[src/rtl/core/lhm_pkg.sv]
// Shared types and constants of the latency histogram monitor.
package lhm_pkg;

	// Field widths fixed by the interface.
	localparam int LAT_W    = 24;
	localparam int CFG_W    = 23;
	localparam int BIN_IDX_W = 10;
	localparam int CNT_W    = 32;
	localparam int SUM_W    = 48;
	localparam int CFG_IDX_W = 1;

	// Width that holds any bin index or bin count in the supported range.
	localparam int IDX_EXT_W = 17;

	// Operation codes of an input item.
	localparam logic OP_RECORD = 1'b0;
	localparam logic OP_READ   = 1'b1;

	// Configuration register indexes.
	localparam logic [CFG_IDX_W-1:0] REG_PERIOD    = 1'b0;
	localparam logic [CFG_IDX_W-1:0] REG_THRESHOLD = 1'b1;

	// Register reset values.
	localparam logic [CFG_W-1:0] PERIOD_RST    = 23'd1000;
	localparam logic [CFG_W-1:0] THRESHOLD_RST = 23'd1023;

	// Commands from the controller to the datapath.
	typedef struct packed {
		logic load_item;    // latch the accepted item
		logic clear_stats;  // clear statistics registers and flags
		logic rd_en;        // issue a histogram read
		logic rd_sel_item;  // read address from the latched item
		logic sweep;        // write zero to the next bin of the clearing pass
		logic exec;         // finish the item and load the result register
	} cmd_t;

	// Status from the datapath to the controller.
	typedef struct packed {
		logic in_clear;     // offered item is a record item with clear_first
		logic sweep_last;   // clearing pass is at the last bin
	} status_t;

endpackage

[src/rtl/core/lhm_ctrl.sv]
// Controller state machine of the latency histogram monitor.
module lhm_ctrl (
	input  logic             clk,
	input  logic             arst_n,
	input  logic             in_valid,
	output logic             in_ready,
	output logic             out_valid,
	input  logic             out_ready,
	input  lhm_pkg::status_t status,
	output lhm_pkg::cmd_t    cmd
);

	localparam logic [1:0] ST_CLEAR = 2'd0;
	localparam logic [1:0] ST_IDLE  = 2'd1;
	localparam logic [1:0] ST_FETCH = 2'd2;
	localparam logic [1:0] ST_EXEC  = 2'd3;

	logic [1:0] state_q;
	logic [1:0] state_d;
	logic       pend_q;
	logic       out_valid_q;
	logic       accept;
	logic       slot_free;

	assign in_ready  = (state_q == ST_IDLE);
	assign accept    = in_valid && in_ready;
	assign slot_free = !out_valid_q || out_ready;
	assign out_valid = out_valid_q;

	// Commands to the datapath.
	always_comb begin
		cmd             = '0;
		cmd.load_item   = accept;
		cmd.clear_stats = accept && status.in_clear;
		cmd.rd_en       = (accept && !status.in_clear) || (state_q == ST_FETCH);
		cmd.rd_sel_item = (state_q == ST_FETCH);
		cmd.sweep       = (state_q == ST_CLEAR);
		cmd.exec        = (state_q == ST_EXEC) && slot_free;
	end

	// Next state.
	always_comb begin
		state_d = state_q;
		unique case (state_q)
			ST_CLEAR: begin
				if (status.sweep_last) begin
					state_d = pend_q ? ST_FETCH : ST_IDLE;
				end
			end
			ST_IDLE: begin
				if (accept) begin
					state_d = status.in_clear ? ST_CLEAR : ST_EXEC;
				end
			end
			ST_FETCH: begin
				state_d = ST_EXEC;
			end
			ST_EXEC: begin
				if (slot_free) begin
					state_d = ST_IDLE;
				end
			end
			default: begin
				state_d = ST_CLEAR;
			end
		endcase
	end

	// State, pending-item flag and result valid.
	always_ff @(posedge clk or negedge arst_n) begin
		if (!arst_n) begin
			state_q     <= ST_CLEAR;
			pend_q      <= 1'b0;
			out_valid_q <= 1'b0;
		end else begin
			state_q <= state_d;
			if (cmd.clear_stats) begin
				pend_q <= 1'b1;
			end else if (state_q == ST_FETCH) begin
				pend_q <= 1'b0;
			end
			if (cmd.exec) begin
				out_valid_q <= 1'b1;
			end else if (out_ready) begin
				out_valid_q <= 1'b0;
			end
		end
	end

endmodule

[config.mk]
export PLATFORM = sky130hd
export DESIGN_NAME = lhm_ctrl
export DESIGN_NICKNAME = d
export VERILOG_FILES = /design/src/rtl/core/lhm_pkg.sv /design/src/rtl/core/lhm_ctrl.sv
export SDC_FILE = /design/constraint.sdc
export NUM_CORES = 1
export LEC_CHECK = 0
export ABC_AREA = 0
export BUFFER_PORTS_ARGS = -buffer_cell sky130_fd_sc_hd__clkbuf_2
export CORE_AREA = 2 2 39 41
export DETAILED_ROUTE_END_ITERATION = 8
export DIE_AREA = 0 0 41 43
export HOLD_SLACK_MARGIN = 0.1
export PLACE_DENSITY = 0.46
export SLEW_MARGIN = 5
export SYNTH_ARGS = -nofsm -noshare
export SYNTH_HDL_FRONTEND = slang
export SYNTH_SLANG_ARGS = --single-unit
[constraint.sdc]
create_clock -name clk -period 2.7 [get_ports clk]
set_input_delay 0.27 -clock clk [delete_from_list [all_inputs] [get_ports clk]]
set_output_delay 0.27 -clock clk [all_outputs]
set_load 0.02 [all_outputs]
==> Word level (Yosys, flattened, before mapping) <==
Index checks and enable logic that the tools add are counted.
W data, S select, Z words.
{ "word_totals": {"regBits": 4, "in_bits": 6, "output_inout_bits": 8, "word_cells": 31} }
{ "op_classes": {"n_eq_ne": 6, "n_mux": 10, "reduce_logical": 12} }
{ "ops": {"columns": ["op", "count"], "rows": [
  ["$mux W2", 5],
  ["$pmux W2 S4", 1],
  ["$eq A2 B2 Y1 const B", 2],
  ["$logic_and A1 B1 Y1", 4],
  ["$mux W1", 4],
  ["$ne A2 B2 Y1 const B", 2],
  ["$reduce_bool A2 Y1", 2],
  ["$reduce_and A3 Y1", 1],
  ["$eq A2 B1 Y1 const B", 1],
  ["$logic_not A1 Y1", 2],
  ["$logic_not A2 Y1", 1],
  ["$logic_or A1 B1 Y1", 2],
  ["$ne A2 B1 Y1 const B", 1]
]} }

==> Longest topological paths before layout <==
{ "logic_depth": {"word_depth": 4, "ltp_mapped": 4, "mapped_depth_nobuf": 3} }

==> Least setup slack after synthesis <==
No wires, ideal clock.
{ "synth_path": {"path_kind": "register -> output", "startpoint": "reg state_q[1]", "endpoint": "out cmd[3] (netlist name)", "arrival_ns": 1.122, "required_time_ns": 2.430, "setup_slack_ns": 1.308, "stages_incl_launch_ff": 3, "n_path_buf": 0, "path_cell_list": "dfrtp_1 -> nor2b_1 -> a31o_1"} }
{ "synth_rtl": {"columns": ["item", "line_no", "text"], "rows": [
  ["start, declared", "lhm_ctrl.sv:18", "logic [1:0] state_q;"],
  ["start signal, assigned", "lhm_ctrl.sv:76", "state_q <= state_d;"],
  ["end, declared", "lhm_ctrl.sv:10", "output lhm_pkg::cmd_t cmd"]
]} }

==> reports/metrics.cfg <==
[worst_hold_path]
hold_class = in2reg
whs_path_depth = 2

[cells_and_area]
regArea_um2 = 100
antennaDiodeCount = 0
nets = 49
synthToLayoutAreaGrowth_pct = 41.8
fin_area_um2 = 335
multi_input_area_um2 = 114
fillers = 162
drive_above_1_share_pct = 41.5

[drt]
wl_per_cell_um = 8.89
wirelength_um = 507
first_pass_iters = 2
vias = 210
drc = 0
drtAntennaViolNets = 0
via_per_inst = 3.68
drt_iter0_markers = 2

[synth]
synth-seq-cells = 4
ys_seq_area_share_pct = 42.3
syn_area_um2 = 236
syn_avg_cell_area_um2 = 9.10
ys_warn_count = 0
synth_fp_nets = 32
syn_inst = 26
netlist-cell-type-count = 16

[timing]
fin_tns_setup_ns = 0
drv_slew = 0
hold_violations = 0
timing.final.crit_share_pct = 56.0
setup_viol = 0
tightestPinTransition_ns = 0.240
period_minus_slack_ns = 1.51
grt_setup_unrepaired = no
timing.fmax_ghz = 0.662
skew_ns = 0.000557
relSlewSlack_pct = 84.0

[grt]
grt_max_degree = 10
grt-ovfl-total = 0
grt_pass1_wl_um = 752
grt_pass1_vias = 190
grt_usage_pct = 6.75
antenna_found_initial = 0

[power]
powerDensity_nw_per_um2 = 1240
clkPwrFrac_pct = 17.8
internal_power_w = 0.000228
power_switching_w = 0.000187
seqPwrFrac_pct = 30.5
p_leak_nw = 0.187
swShare_pct = 45.0
peakVddDrop_v = 0.000336
comb_power_share_pct = 51.7

[worst_setup_path]
cp-end-kind = output port
slowest_stage = dfrtp_1
required_ns = 2.43
worstPathArrival_ns = 1.24
crit_type = reg2out
path_max_fanout = 9
start_kind = register
critPathMaxStageDelay_ns = 0.46
cp_cell_sequence = nor2b_4 -> a31o_1 -> clkbuf_2
r2r_cells = 3

[die]
start_util_pct = 17.1
die_h_um = 43
die_w_um = 41
ios = 14
coreArea_um2 = 1380
dieArea_um2 = 1760
rows = 14

[clocking]
clock_latency_ns = 0.23
cts_tree = done
clock-sinks = 4
clockBufferDepth = 2
cts_buffers = 3
clkTransAtPathRegs_ns = 0.04
cts_root_buf = clkbuf_4
htree_num_levels = 1

[placed_design]
io_buffers = 13
gp_congestion = 0.710
placedInstanceArea_um2 = 303

[outcome]
status = completed

[flow_run]
maxCapViolCount = 0

-- stage by stage --
stage,hold slack (ns),power [W],setup slack (ns),cells,util (%)
floorplan,-0.0256,0.000299,1.31,26,-
global placement,0.0884,0.000347,1.43,53,21.9
detailed placement,0.0832,0.000344,1.43,53,21.9
CTS,0.295,0.000424,1.17,57,24.2
global route,0.329,0.000446,1.10,57,24.2
finish,0.299,0.000415,1.19,57,24.2
-- cell type report --
| class | instances | share of cell area [%] |
|---|---|---|
| multi-input cells | 19 | 34.0 |
| flip-flops and latches | 4 | 29.9 |
| repair buffers | 14 | 22.4 |
| clock buffers | 3 | 6.72 |
| well taps | 16 | 5.97 |
| inverters | 1 | 1.12 |
-- critical path, delay by kind of cell (launching register included) --
kind	cells	cell delay, ns
AO/OA/AOI/OAI	1	0.17
buffers and inverters	1	0.17
AND/OR/NAND/NOR	1	0.21
flip-flops	1	0.46
-- synthesized netlist by cell type --
cell / number / area [µm²]
a31o_1: 1 / 8.76
a221o_1: 1 / 10.0
buf_4: 1 / 7.51
nor2_1: 4 / 15.0
inv_1: 1 / 3.75
a211o_1: 1 / 8.76
nand2b_1: 1 / 6.26
nor2b_1: 2 / 12.5
a31oi_1: 1 / 6.26
nand2_1: 4 / 15.0
and3_1: 1 / 6.26
buf_6: 1 / 11.3
o21ai_0: 1 / 5.00
and2_1: 1 / 6.26
nor2b_4: 1 / 13.8
dfrtp_1: 4 / 100
-- per-layer routing --
| layer | part of all wire, % | track usage, % |
|---|---|---|
| met5 | 0 | 0 |
| met3 | 5.3 | 1.57 |
| met1 | 49 | 9.45 |
| met4 | 0 | 8.00 |
| met2 | 46 | 7.19 |
-- flip-flops by register name, summed over array words and instances, names as in the netlist --
name,flops
state_q,2
out_valid,1
pend_q,1
-- cells in the final DEF (no fill, tap or decap) --
cell type	n
a211o_1	1
a221o_1	1
a31o_1	1
a31oi_1	1
and2_1	1
and3_1	1
clkbuf_2	13
clkbuf_4	3
dfrtp_1	4
dlygate4sd3_1	1
inv_1	1
nand2_1	4
nand2b_1	1
nor2_1	4
nor2b_1	2
nor2b_4	1
o21ai_0	1
-- worst paths after layout --
path	endpoint	slack, ns	from
max reg2reg	state_q[1]	1.51	state_q[0]
min in group asynchronous	state_q[1]	0.39	arst_n
max	cmd[3]	1.19	state_q[0]
min reg2reg	pend_q	0.54	pend_q
min	state_q[0]	0.30	status[0]
max in group asynchronous	pend_q	2.19	arst_n
-- timing repair --
action,4_1_cts,5_1_grt
buffers inserted,0,0
hold buffers,1,0
gates resized for setup,0,0
hold endpoints to repair,4,0
-- power groups by stage --
| stage | registers, W | logic (W) | clock network, W |
|---|---|---|---|
| after floorplan | 0.000120 | 0.000178 | 0 |
| after global placement | 0.000127 | 0.000220 | 0 |
| after detailed placement | 0.000127 | 0.000217 | 0 |
| after CTS | 0.000126 | 0.000219 | 0.0000788 |
| after global routing | 0.000132 | 0.000235 | 0.0000794 |
| final | 0.000126 | 0.000215 | 0.0000739 |
-- cells by family (layout without fill, tap and decap cells) --
| kind of cell | count (synthesis) | after routing | share of synthesized area, % |
|---|---|---|---|
| AO/OA/AOI/OAI | 5 | 5 | 16.4 |
| AND/OR/NAND/NOR | 14 | 14 | 31.7 |
| buffers and inverters | 3 | 18 | 9.52 |
| flip-flops | 4 | 4 | 42.3 |
Power figures use the tool's default switching activity.
